$ cat src/irpdd_pkg.sv
// Shared types, constants and register map of the IR pulse-distance decoder.
package irpdd_pkg;

	// Fixed field widths
	localparam int TICK_W   = 16;
	localparam int SCALE_W  = 8;
	localparam int BOUND_W  = 20;
	localparam int US_W     = TICK_W + SCALE_W;
	localparam int CODE_W   = 32;
	localparam int BITIDX_W = $clog2(CODE_W);
	localparam int MARK_W   = 7;
	localparam int CFG_IDX_W = 3;
	localparam int CFG_DATA_W = BOUND_W;

	// Default frame shape
	localparam int CODE_BITS_DEF    = 32;
	localparam int LEADER_MARKS_DEF = 2;

	// Item kinds
	localparam logic KIND_EDGE   = 1'b0;
	localparam logic KIND_RESUME = 1'b1;

	// Register indexes
	localparam logic [CFG_IDX_W-1:0] REG_SHORT_MIN  = 3'd0;
	localparam logic [CFG_IDX_W-1:0] REG_SHORT_MAX  = 3'd1;
	localparam logic [CFG_IDX_W-1:0] REG_MEDIUM_MIN = 3'd2;
	localparam logic [CFG_IDX_W-1:0] REG_MEDIUM_MAX = 3'd3;
	localparam logic [CFG_IDX_W-1:0] REG_LONG_MIN   = 3'd4;
	localparam logic [CFG_IDX_W-1:0] REG_LONG_MAX   = 3'd5;
	localparam logic [CFG_IDX_W-1:0] REG_US_PER_TICK = 3'd6;

	// Register reset values
	localparam logic [BOUND_W-1:0] SHORT_MIN_RST  = 20'd450;
	localparam logic [BOUND_W-1:0] SHORT_MAX_RST  = 20'd650;
	localparam logic [BOUND_W-1:0] MEDIUM_MIN_RST = 20'd1500;
	localparam logic [BOUND_W-1:0] MEDIUM_MAX_RST = 20'd1700;
	localparam logic [BOUND_W-1:0] LONG_MIN_RST   = 20'd4400;
	localparam logic [BOUND_W-1:0] LONG_MAX_RST   = 20'd4600;
	localparam logic [SCALE_W-1:0] US_PER_TICK_RST = 8'd16;

	typedef struct packed {
		logic [BOUND_W-1:0] short_min;
		logic [BOUND_W-1:0] short_max;
		logic [BOUND_W-1:0] medium_min;
		logic [BOUND_W-1:0] medium_max;
		logic [BOUND_W-1:0] long_min;
		logic [BOUND_W-1:0] long_max;
		logic [SCALE_W-1:0] us_per_tick;
	} cfg_t;

	typedef struct packed {
		logic is_short;
		logic is_medium;
		logic is_long;
	} class_t;

endpackage

$ cat src/irpdd_cfg.sv
// Configuration register file: window bounds and tick scale.
module irpdd_cfg (
	input  logic                             clk,
	input  logic                             arst_n,
	input  logic                             cfg_we,
	input  logic [irpdd_pkg::CFG_IDX_W-1:0]  cfg_index,
	input  logic [irpdd_pkg::CFG_DATA_W-1:0] cfg_wdata,
	output irpdd_pkg::cfg_t                  cfg
);
	import irpdd_pkg::*;

	cfg_t cfg_q;

	// Indexed write; unknown indexes are dropped
	always_ff @(posedge clk or negedge arst_n) begin
		if (!arst_n) begin
			cfg_q.short_min   <= SHORT_MIN_RST;
			cfg_q.short_max   <= SHORT_MAX_RST;
			cfg_q.medium_min  <= MEDIUM_MIN_RST;
			cfg_q.medium_max  <= MEDIUM_MAX_RST;
			cfg_q.long_min    <= LONG_MIN_RST;
			cfg_q.long_max    <= LONG_MAX_RST;
			cfg_q.us_per_tick <= US_PER_TICK_RST;
		end else if (cfg_we) begin
			case (cfg_index)
				REG_SHORT_MIN:   cfg_q.short_min   <= cfg_wdata;
				REG_SHORT_MAX:   cfg_q.short_max   <= cfg_wdata;
				REG_MEDIUM_MIN:  cfg_q.medium_min  <= cfg_wdata;
				REG_MEDIUM_MAX:  cfg_q.medium_max  <= cfg_wdata;
				REG_LONG_MIN:    cfg_q.long_min    <= cfg_wdata;
				REG_LONG_MAX:    cfg_q.long_max    <= cfg_wdata;
				REG_US_PER_TICK: cfg_q.us_per_tick <= cfg_wdata[SCALE_W-1:0];
				default: ;
			endcase
		end
	end

	assign cfg = cfg_q;

endmodule

$ cat src/irpdd_classify.sv
// Interval measurement and window classification for one edge.
module irpdd_classify (
	input  logic [irpdd_pkg::TICK_W-1:0] now_ticks,
	input  logic [irpdd_pkg::TICK_W-1:0] prev_ticks,
	input  irpdd_pkg::cfg_t              cfg,
	output irpdd_pkg::class_t            cls
);
	import irpdd_pkg::*;

	logic              huge;
	logic [TICK_W-1:0] diff;
	logic [US_W-1:0]   us;

	// Timer wrap between edges counts as an out-of-range interval
	assign huge = now_ticks < prev_ticks;
	assign diff = now_ticks - prev_ticks;
	assign us   = US_W'(diff) * US_W'(cfg.us_per_tick);

	// Exclusive-bound windows
	assign cls.is_short  = !huge && (us > US_W'(cfg.short_min))  && (us < US_W'(cfg.short_max));
	assign cls.is_medium = !huge && (us > US_W'(cfg.medium_min)) && (us < US_W'(cfg.medium_max));
	assign cls.is_long   = !huge && (us > US_W'(cfg.long_min))   && (us < US_W'(cfg.long_max));

endmodule

$ cat src/irpdd_frame.sv
// Frame sequencer: mark counter, code word and previous timestamp.
module irpdd_frame #(
	parameter int CODE_BITS    = irpdd_pkg::CODE_BITS_DEF,
	parameter int LEADER_MARKS = irpdd_pkg::LEADER_MARKS_DEF
) (
	input  logic                         clk,
	input  logic                         arst_n,
	input  logic                         go,
	input  logic                         kind,
	input  logic [irpdd_pkg::TICK_W-1:0] edge_ticks,
	input  irpdd_pkg::cfg_t              cfg,
	output logic                         ready_d,
	output logic [irpdd_pkg::CODE_W-1:0] code_d
);
	import irpdd_pkg::*;

	localparam logic [MARK_W-1:0] LEADER_M = MARK_W'(LEADER_MARKS);
	localparam logic [MARK_W-1:0] FRAME_M  = MARK_W'(LEADER_MARKS + 2 * CODE_BITS);
	localparam logic [MARK_W-1:0] TOP_POS  = MARK_W'(CODE_BITS - 1);

	logic [MARK_W-1:0]   mark_q, mark_d;
	logic [CODE_W-1:0]   code_q;
	logic [TICK_W-1:0]   prev_q, prev_d;
	logic [MARK_W-1:0]   rel;
	logic [MARK_W-1:0]   pos_full;
	logic [BITIDX_W-1:0] bit_idx;
	class_t              cls;

	irpdd_classify u_classify (
		.now_ticks  (edge_ticks),
		.prev_ticks (prev_q),
		.cfg        (cfg),
		.cls        (cls)
	);

	// Data bit position, MSB first; rel is odd on data intervals
	assign rel      = mark_q - LEADER_M;
	assign pos_full = TOP_POS - {1'b0, rel[MARK_W-1:1]};
	assign bit_idx  = pos_full[BITIDX_W-1:0];

	// Next state
	always_comb begin
		mark_d = mark_q;
		code_d = code_q;
		prev_d = prev_q;
		if (go) begin
			if (kind == KIND_RESUME) begin
				mark_d = '0;
			end else if (mark_q != FRAME_M) begin
				prev_d = edge_ticks;
				if (mark_q < LEADER_M) begin
					mark_d = cls.is_long ? mark_q + MARK_W'(1) : '0;
				end else if (!rel[0]) begin
					mark_d = cls.is_short ? mark_q + MARK_W'(1) : '0;
				end else if (cls.is_short || cls.is_medium) begin
					code_d[bit_idx] = !cls.is_short;
					mark_d = mark_q + MARK_W'(1);
				end else begin
					mark_d = '0;
				end
			end
		end
	end

	assign ready_d = mark_d == FRAME_M;

	// State registers
	always_ff @(posedge clk or negedge arst_n) begin
		if (!arst_n) begin
			mark_q <= '0;
			code_q <= '0;
			prev_q <= '0;
		end else begin
			mark_q <= mark_d;
			code_q <= code_d;
			prev_q <= prev_d;
		end
	end

	// Counter never runs past a full frame
	a_mark_bound: assert property (@(posedge clk) disable iff (!arst_n)
		mark_q <= FRAME_M)
		else $error("mark count beyond frame length");

	// Resume always rearms
	a_resume_clears: assert property (@(posedge clk) disable iff (!arst_n)
		go && kind == KIND_RESUME |=> mark_q == '0)
		else $error("resume did not clear mark count");

	// Edges are dropped while a frame is held
	a_hold_frame: assert property (@(posedge clk) disable iff (!arst_n)
		go && kind == KIND_EDGE && mark_q == FRAME_M
		|=> $stable(prev_q) && $stable(code_q) && mark_q == FRAME_M)
		else $error("held frame disturbed by edge");

endmodule

$ cat src/ir_pulse_distance_decoder_core.sv
// Top level of the IR pulse-distance frame decoder.
//
//  channel | signals                          | direction
//  --------+----------------------------------+----------
//  in      | in_valid in_ready kind edge_ticks | beat in
//  out     | out_valid out_ready frame_ready frame_code | beat out
//  cfg     | cfg_we cfg_index cfg_wdata       | write only
//
// One beat per cycle while the result register is not stalled; each beat goes into
// the input register, then the result register. The rate is set by the state update
// between them: multiply, three window compares and the mark counter.
// Reset clears all control and frame state and loads the default windows.
// A stalled result register holds its beat; the input register keeps taking
// beats as long as the result register is free or being drained.
module ir_pulse_distance_decoder_core #(
	parameter int CODE_BITS    = irpdd_pkg::CODE_BITS_DEF,
	parameter int LEADER_MARKS = irpdd_pkg::LEADER_MARKS_DEF
) (
	input  logic                             clk,
	input  logic                             arst_n,
	input  logic                             in_valid,
	output logic                             in_ready,
	input  logic                             kind,
	input  logic [irpdd_pkg::TICK_W-1:0]     edge_ticks,
	output logic                             out_valid,
	input  logic                             out_ready,
	output logic                             frame_ready,
	output logic [irpdd_pkg::CODE_W-1:0]     frame_code,
	input  logic                             cfg_we,
	input  logic [irpdd_pkg::CFG_IDX_W-1:0]  cfg_index,
	input  logic [irpdd_pkg::CFG_DATA_W-1:0] cfg_wdata
);
	import irpdd_pkg::*;

	cfg_t              cfg;
	logic              valid_s1;
	logic              kind_s1;
	logic [TICK_W-1:0] ticks_s1;
	logic              out_valid_q;
	logic              ready_q;
	logic [CODE_W-1:0] code_q;
	logic              adv;
	logic              go;
	logic              ready_d;
	logic [CODE_W-1:0] code_d;

	irpdd_cfg u_cfg (
		.clk       (clk),
		.arst_n    (arst_n),
		.cfg_we    (cfg_we),
		.cfg_index (cfg_index),
		.cfg_wdata (cfg_wdata),
		.cfg       (cfg)
	);

	irpdd_frame #(
		.CODE_BITS    (CODE_BITS),
		.LEADER_MARKS (LEADER_MARKS)
	) u_frame (
		.clk        (clk),
		.arst_n     (arst_n),
		.go         (go),
		.kind       (kind_s1),
		.edge_ticks (ticks_s1),
		.cfg        (cfg),
		.ready_d    (ready_d),
		.code_d     (code_d)
	);

	// Handshake: stage 1 advances when the result register can take a beat
	assign adv      = !out_valid_q || out_ready;
	assign go       = valid_s1 && adv;
	assign in_ready = !valid_s1 || adv;

	// Input register
	always_ff @(posedge clk or negedge arst_n) begin
		if (!arst_n) begin
			valid_s1 <= 1'b0;
		end else if (in_valid && in_ready) begin
			valid_s1 <= 1'b1;
		end else if (go) begin
			valid_s1 <= 1'b0;
		end
	end

	always_ff @(posedge clk) begin
		if (in_valid && in_ready) begin
			kind_s1  <= kind;
			ticks_s1 <= edge_ticks;
		end
	end

	// Result register
	always_ff @(posedge clk or negedge arst_n) begin
		if (!arst_n) begin
			out_valid_q <= 1'b0;
		end else if (go) begin
			out_valid_q <= 1'b1;
		end else if (out_ready) begin
			out_valid_q <= 1'b0;
		end
	end

	always_ff @(posedge clk) begin
		if (go) begin
			ready_q <= ready_d;
			code_q  <= ready_d ? code_d : '0;
		end
	end

	assign out_valid   = out_valid_q;
	assign frame_ready = ready_q;
	assign frame_code  = code_q;

	// Code is only shown with a complete frame
	a_code_gated: assert property (@(posedge clk) disable iff (!arst_n)
		out_valid && !frame_ready |-> frame_code == '0)
		else $error("code shown without a ready frame");

	// Input side only stalls with a beat waiting in stage 1
	a_stall_cause: assert property (@(posedge clk) disable iff (!arst_n)
		!in_ready |-> valid_s1 && out_valid_q && !out_ready)
		else $error("input stalled without a blocked beat");

	// A processed beat always lands in the result register
	a_result_follows: assert property (@(posedge clk) disable iff (!arst_n)
		go |=> out_valid)
		else $error("processed beat produced no result");

endmodule
$ cat config.mk
export PLATFORM = sky130hd
export DESIGN_NAME = ir_pulse_distance_decoder_core
export DESIGN_NICKNAME = d
export VERILOG_FILES = /design/src/irpdd_pkg.sv /design/src/irpdd_cfg.sv /design/src/irpdd_classify.sv /design/src/irpdd_frame.sv /design/src/ir_pulse_distance_decoder_core.sv
export SDC_FILE = /design/constraint.sdc
export NUM_CORES = 1
export LEC_CHECK = 0
export BUFFER_PORTS_ARGS = -buffer_cell sky130_fd_sc_hd__buf_2
export CORE_MARGIN = 2
export CORE_UTILIZATION = 59
export CTS_BUF_LIST = sky130_fd_sc_hd__clkbuf_16
export DETAILED_ROUTE_END_ITERATION = 10
export PLACE_DENSITY = 0.84
export RECOVER_POWER = 25
export SYNTH_ARGS = -nofsm -noshare
export SYNTH_HDL_FRONTEND = slang
export SYNTH_SLANG_ARGS = --single-unit
$ cat constraint.sdc
create_clock -name clk -period 10.7 [get_ports clk]
set_input_delay 1.605 -clock clk [delete_from_list [all_inputs] [get_ports clk]]
set_output_delay 1.605 -clock clk [all_outputs]
set_load 0.01 [all_outputs]
Yosys cells after proc, flatten, opt, wreduce, memory -nomap -nowiden

Index checks and enable logic that the tools add are counted.

Register bits: 235
Bits in latches: 0
Bits in writable memories: 0
Memory bits (read-only): 0
Bits of input ports: 45
Memories: 0

Add/sub/neg operators: 4
$mul: 1
Divide/modulo/power cells: 0
Magnitude comparators: 10
Equal/unequal tests: 8
Shift operators: 0
Muxes and demuxes: 21
Bitwise operators: 1
Reductions and logical operators: 27

Operator list:

| kind                                                              | count |
|---|---|
| 2-to-1 mux 32 bit                                                 | 6 |
| greater-than comparator 24 x 20 -> 1 bit                          | 3 |
| less-than comparator 24 x 20 -> 1 bit                             | 3 |
| 2-to-1 mux 7 bit                                                  | 8 |
| bitwise mux 32 bit                                                | 1 |
| multiplier 16 x 8 -> 24 bit                                       | 1 |
| less-than comparator 16 bit                                       | 1 |
| subtractor 16 bit                                                 | 1 |
| AND reduction 2 bit                                               | 7 |
| == test 3 bit, second input constant                              | 3 |
| logical AND 1 bit                                                 | 9 |
| adder 7 x 1 -> 7 bit, second input constant                       | 1 |
| == test 7 bit, second input constant                              | 1 |
| less-than comparator 7 x 2 -> 1 bit, second input constant        | 1 |
| inequality test 7 bit, second input constant                      | 1 |
| == test 3 x 2 -> 1 bit, second input constant                     | 2 |
| less-than comparator 5 x 6 -> 1 bit, second input constant        | 1 |
| subtractor 6 x 2 -> 6 bit, second input constant                  | 1 |
| demux 1 bit (select 5 bit)                                        | 1 |
| greater-or-equal comparator 5 x 1 -> 1 bit, second input constant | 1 |
| 2-to-1 mux 1 bit                                                  | 5 |
| subtractor 5 bit, first input constant                            | 1 |
| zero test 1 bit                                                   | 4 |
| nonzero test 2 bit                                                | 2 |
| other kinds (5)                                                   | 7 |

Logic depth before layout (Yosys ltp)

Word-level depth: 13
Gate-level depth with buffers: 38

Modules after synthesis

From an unflattened synthesis, not the netlist that was laid out.

Cells, all modules: 1614
Area, all modules: 17229.0 um^2

Modules (own cells, without submodules):

| module                         | times used | cells an instance | area each (um^2) | seq. area each (um^2) |
|---|---|---|---|---|
| irpdd_classify                 | 1          | 983               | 7718.7           | 0.0 |
| irpdd_cfg                      | 1          | 275               | 4828.4           | 3243.1 |
| irpdd_frame                    | 1          | 263               | 2824.0           | 1376.3 |
| ir_pulse_distance_decoder_core | 1          | 93                | 1858.0           | 1551.5 |

Worst setup path after synthesis

OpenSTA, ideal clock, no wires.

Path type: reg2reg
Start point: reg ticks_s1[1]
End point: reg code_q[2], in the netlist frame_code[2] (data pin)
Setup time: 0.266 ns
Data arrival time: 8.375 ns
Required time: 10.434 ns
Slack: 2.059 ns
Stages on the path, launching flop included: 37
Period minus slack after synthesis: 8.641 ns
Path through: edfxtp_1 > ha_1 > nor2b_1 > o21ai_0 > a21boi_0 > o21ai_0 > a21oi_1 > o21a_1 > o21a_1 > o21a_1 > or3b_2 > fa_1 > inv_1 > fa_1 > fa_1 > inv_1 > fa_1 > inv_1 > ha_1 > nand2_1 > nor4_1 > a21o_1 > a41oi_1 > o21bai_1 > a21oi_1 > xnor2_1 > ha_1 > nand4_1 > nor4_1 > a22oi_1 > nand3_1 > a211oi_1 > o2bb2ai_1 > a21oi_4 > o311ai_4 > buf_6 > nor4_2

Cells in the longest elaborated chain, start to end: 13

RTL lines:

| what                                                        | RTL line                                   | text |
|---|---|---|
| start, declared                                             | ir_pulse_distance_decoder_core.sv:38       | `logic [TICK_W-1:0] ticks_s1;` |
| start signal, assigned                                      | ir_pulse_distance_decoder_core.sv:89       | `ticks_s1 <= edge_ticks;` |
| subtractor 16 bit                                           | irpdd_classify.sv:16                       | `assign diff = now_ticks - prev_ticks;` |
| multiplier 16 x 8 -> 24 bit                                 | irpdd_classify.sv:17                       | `assign us = US_W'(diff) * US_W'(cfg.us_per_tick);` |
| greater-than comparator 24 x 20 -> 1 bit (on tied branches) | irpdd_classify.sv:20, irpdd_classify.sv:21 |  |
| logical AND 1 bit (on tied branches) (2 in a row)           | irpdd_classify.sv:20, irpdd_classify.sv:21 |  |
| logical OR 1 bit or zero test 1 bit (tied branches)         | irpdd_frame.sv:55, irpdd_frame.sv:56       |  |
| 2-to-1 mux 7 bit or bitwise mux 32 bit (tied branches)      | irpdd_frame.sv:55, irpdd_frame.sv:56       |  |
| 2-to-1 mux 7 bit or 2-to-1 mux 32 bit (tied branches)       | irpdd_frame.sv:53, irpdd_frame.sv:55       |  |
| 2-to-1 mux 7 bit or 2-to-1 mux 32 bit (tied branches)       | irpdd_frame.sv:51, irpdd_frame.sv:53       |  |
| 2-to-1 mux 7 bit or 2-to-1 mux 32 bit (tied branches)       | irpdd_frame.sv:49, irpdd_frame.sv:51       |  |
| 2-to-1 mux 7 bit or 2-to-1 mux 32 bit (tied branches)       | irpdd_frame.sv:47, irpdd_frame.sv:49       |  |
| 2-to-1 mux 7 bit or 2-to-1 mux 32 bit (tied branches)       | irpdd_frame.sv:46, irpdd_frame.sv:47       |  |
| == test 7 bit or 2-to-1 mux 32 bit (tied branches)          | irpdd_frame.sv:65, irpdd_frame.sv:46       |  |
| end signal, assigned                                        | ir_pulse_distance_decoder_core.sv:107      | `code_q <= ready_d ? code_d : '0;` |
| end, declared                                               | ir_pulse_distance_decoder_core.sv:41       | `logic [CODE_W-1:0] code_q;` |

Several ways; a longest one is shown, not always the timed one.
A chain may end at the register's enable or synchronous reset.

Worst setup path in the final report

Start point: reg ticks_s1[1]
End point: reg code_q[26], in the netlist frame_code[26] (data pin)

Same word-level chain as after synthesis.

==> impl_metrics.csv <==
group,metric,value,unit
synth,synth_edf_count,50,
sta,setup_tns,0,ns
layout,n_antenna_cell,0,
grt,grt_pass1_vias,13877,
layout,area_delta_synth_final,9.99,%
grt,grt_overflow,0,
die,pin_count,80,
sta,max_freq,0.0980,GHz
sta,slew_violations,115,
clocking,cts_tree,"built",
setup_path,critical_path.max_stage_delay,0.69,ns
synth,synthTopCellsByArea,"dfrtp_1 (22%), ha_1 (13%), fa_1 (9.8%)",
synth,synth_area_leader_cell,"dfrtp_1",
synth,synth_fp_nets,2087,
layout,final_common_cell,"inv_1",
synth,synth-main-ff-cell,"dfrtp_1",
clocking,clock-sinks,235,
clocking,clk_pin_slew,0.06,ns
clocking,htreeDepth,1,
synth,synthArstFlopShare,78.7,%
synth,synth_top_area_share,22.1,%
setup_path,arrival,10.50,ns
sta,period_needed,10.20,ns
setup_path,critical_path_peak_fanout,18,
flow_run,maxCapViolations,1,
synth,synth_cell_types,75,
synth,ys_warn_count,0,
die,die_h,175,µm
setup_path,startpoint_type,"register",
place,dpl.hpwl,30700,µm
die,initial_utilization,60.2,%
detailed_routing,dr.first_iter.drc_count,1287,
die,dieArea,30800,µm²
sta,setup_violations,0,
setup_path,cpMostUsedCell,"fa_1",
clocking,clockRootBuffer,"clkbuf_16",
synth,yosysSeqAreaShare,35.6,%
setup_path,crit_type,"register to register",
clocking,clock_path_buffers,3,
die,coreArea,28800,µm²
worst_hold_path,hp-class,"register to register",
sta,finalHoldViolCount,0,
layout,drive_above_1_share,15.1,%
grt,grt_max_degree,115,
synth,ys_seq_elements,235,
sta,rsz0062_at_grt,"false",
place,io_buffer_count,79,
detailed_routing,postRouteAntennaNets,0,
detailed_routing,wl,42600,µm
status,outcome,"complete, but fails checks",
sta,skew,0.0276,ns
synth,synth.avg_cell_area,9.75,µm²
die,die_w,175,µm
synth,synthCells,1778,
grt,grt_use_total,28.4,%
status,violations,"capacitance limit, slew limit",
clocking,clk_latency,0.56,ns
grt,grt_pass1_wl,70700,µm
setup_path,crit_slowest_cell,"o221ai_4",
sta,worst_slew_pin_slew,6.18,ns
grt,antenna_found_initial,0,
detailed_routing,first_pass_iters,6,
layout,num-fill-cells,2140,
detailed_routing,drcViolationCount,0,
layout,nNetsFinal,2158,
layout,mostFrequentLayoutCells,"inv_1 (285), ha_1 (179), nand2_1 (173)",
die,rows,62,
sta,maxSlewHeadroom,-312,%
detailed_routing,routed-via-count,13388,
sta,min_period_over_period,95.4,%
place,gp_congestion,0.935,
setup_path,worstSetupEndpointType,"register",
setup_path,cp.required,10.99,ns
synth,synth_area,17300,µm²
detailed_routing,wire_per_inst,18.9,µm
detailed_routing,viasPerCell,5.94,
clocking,numCtsBuffers,26,
-- repair_timing --
item,in CTS,in global routing
hold buffers,0,0
buffers inserted,0,2
resized for setup,0,4
setup endpoints to repair,0,33
-- area by class of cell --
type / count / area, µm² / share of cell area (%)
repair buffers: 100 / 589 / 3.09
flip-flops and latches: 235 / 6170 / 32.4
clock inverters: 22 / 205 / 1.08
clock buffers: 26 / 651 / 3.41
inverters: 280 / 1050 / 5.51
multi-input cells: 1206 / 9910 / 52.0
well taps: 384 / 480 / 2.52
-- registers in the layout, indices dropped and copies added, names as in the netlist --
signal	flops
u_frame.code_q	32
ticks_s1	16
u_frame.mark_q	7
valid_s1	1
u_cfg.cfg	128
frame_code	32
frame_ready	1
kind_s1	1
u_frame.prev_q	16
out_valid	1
-- synth_stat cells (4+ instances only) --
library cell and count:
buf_2 7, edfxtp_1 50, inv_1 279, and4_1 4, mux2i_1 6, a211oi_1 19
o21ai_0 135, or4_1 4, dfrtp_1 153, nand3_1 22, or3_1 6, buf_6 4
nand2b_1 21, nor2_1 38, o21a_1 17, and2_1 71, nor3_1 46, nor4_1 9
and3_1 8, o211ai_1 7, dfstp_2 32, a21o_1 29, nor4_2 29, xnor2_1 15
o21bai_1 6, nand4_1 23, a21oi_1 61, o22ai_1 31, or2_2 4, nand2_1 173
ha_1 179, xor2_1 7, mux2_2 54, nor3b_1 15, clkbuf_1 40, or3b_2 5
a211o_1 4, fa_1 85, nor2b_1 23
-- worst paths after layout --
| kind | slack, ns | to | depth (start not counted) | start |
|---|---|---|---|---|
| worst min register to register | 0.48 | u_frame.code_q[1]$_DFF_PN0_ | 2 | u_frame.code_q[1]$_DFF_PN0_ |
| min in group asynchronous | 3.36 | u_cfg.cfg[92]$_DFFE_PN0P_ | 1 | arst_n |
| worst max-delay path | 0.50 | frame_code[26]$_SDFFCE_PP0P_ | 33 | ticks_s1[1]$_DFFE_PP_ |
| worst max register to register | 0.50 | frame_code[26]$_SDFFCE_PP0P_ | 33 | ticks_s1[1]$_DFFE_PP_ |
| worst min-delay path | 0.48 | u_frame.code_q[1]$_DFF_PN0_ | 2 | u_frame.code_q[1]$_DFF_PN0_ |
| max in group asynchronous | 3.85 | u_frame.prev_q[6]$_DFFE_PN0P_ | 1 | arst_n |
-- layer usage --
layer  track usage [%]  share of wire, %  wire length, µm  up-vias
met2              46.9                49            20700      504
met5                 0                 0                0        -
li1                  -                 -                -     6230
met3              4.13               6.5             2750       92
met1              38.8                42            18000     6562
met4              8.89               2.6             1110        0
-- cell families after synthesis --
kind of cell / count (synthesis) / share of synthesized area (%)
adders and majority gates: 264 / 22.7
buffers and inverters: 337 / 7.59
xor gates and xnor gates: 22 / 1.11
DFF: 235 / 35.6
AOI/OAI and AO/OA: 346 / 12.5
muxes: 60 / 3.86
and+or+nand+nor: 514 / 16.6
-- critical path, delay by kind of cell, from the launching register on --
kind                     cells  cell delay (ns)
AND/OR/NAND/NOR              7             1.86
flip-flops                   1             0.42
XOR/XNOR                     1             0.61
adder cells (fa/ha/maj)      7             3.10
AO/OA/AOI/OAI               14             3.52
buffers and inverters        4             0.40
-- stage by stage --
| stage | instance area [µm²] | util [%] | std cells | hold WS (ns) | setup WS, ns |
|---|---|---|---|---|---|
| after floorplan | 17300 | - | 1778 | 0.439 | 2.06 |
| after global placement | 18200 | 63.1 | 2203 | 0.458 | 0.862 |
| after CTS | 19000 | 66.1 | 2251 | 0.478 | 0.350 |
| after global routing | 19100 | 66.2 | 2253 | 0.517 | 0.0337 |
| after detailed placement | 18200 | 63.1 | 2203 | 0.463 | 0.419 |
| final | 19100 | 66.2 | 2253 | 0.480 | 0.496 |
Power is left out: the tool's default activity adds up to more than one toggle a clock period on the data nets, which glitch-free logic cannot reach.
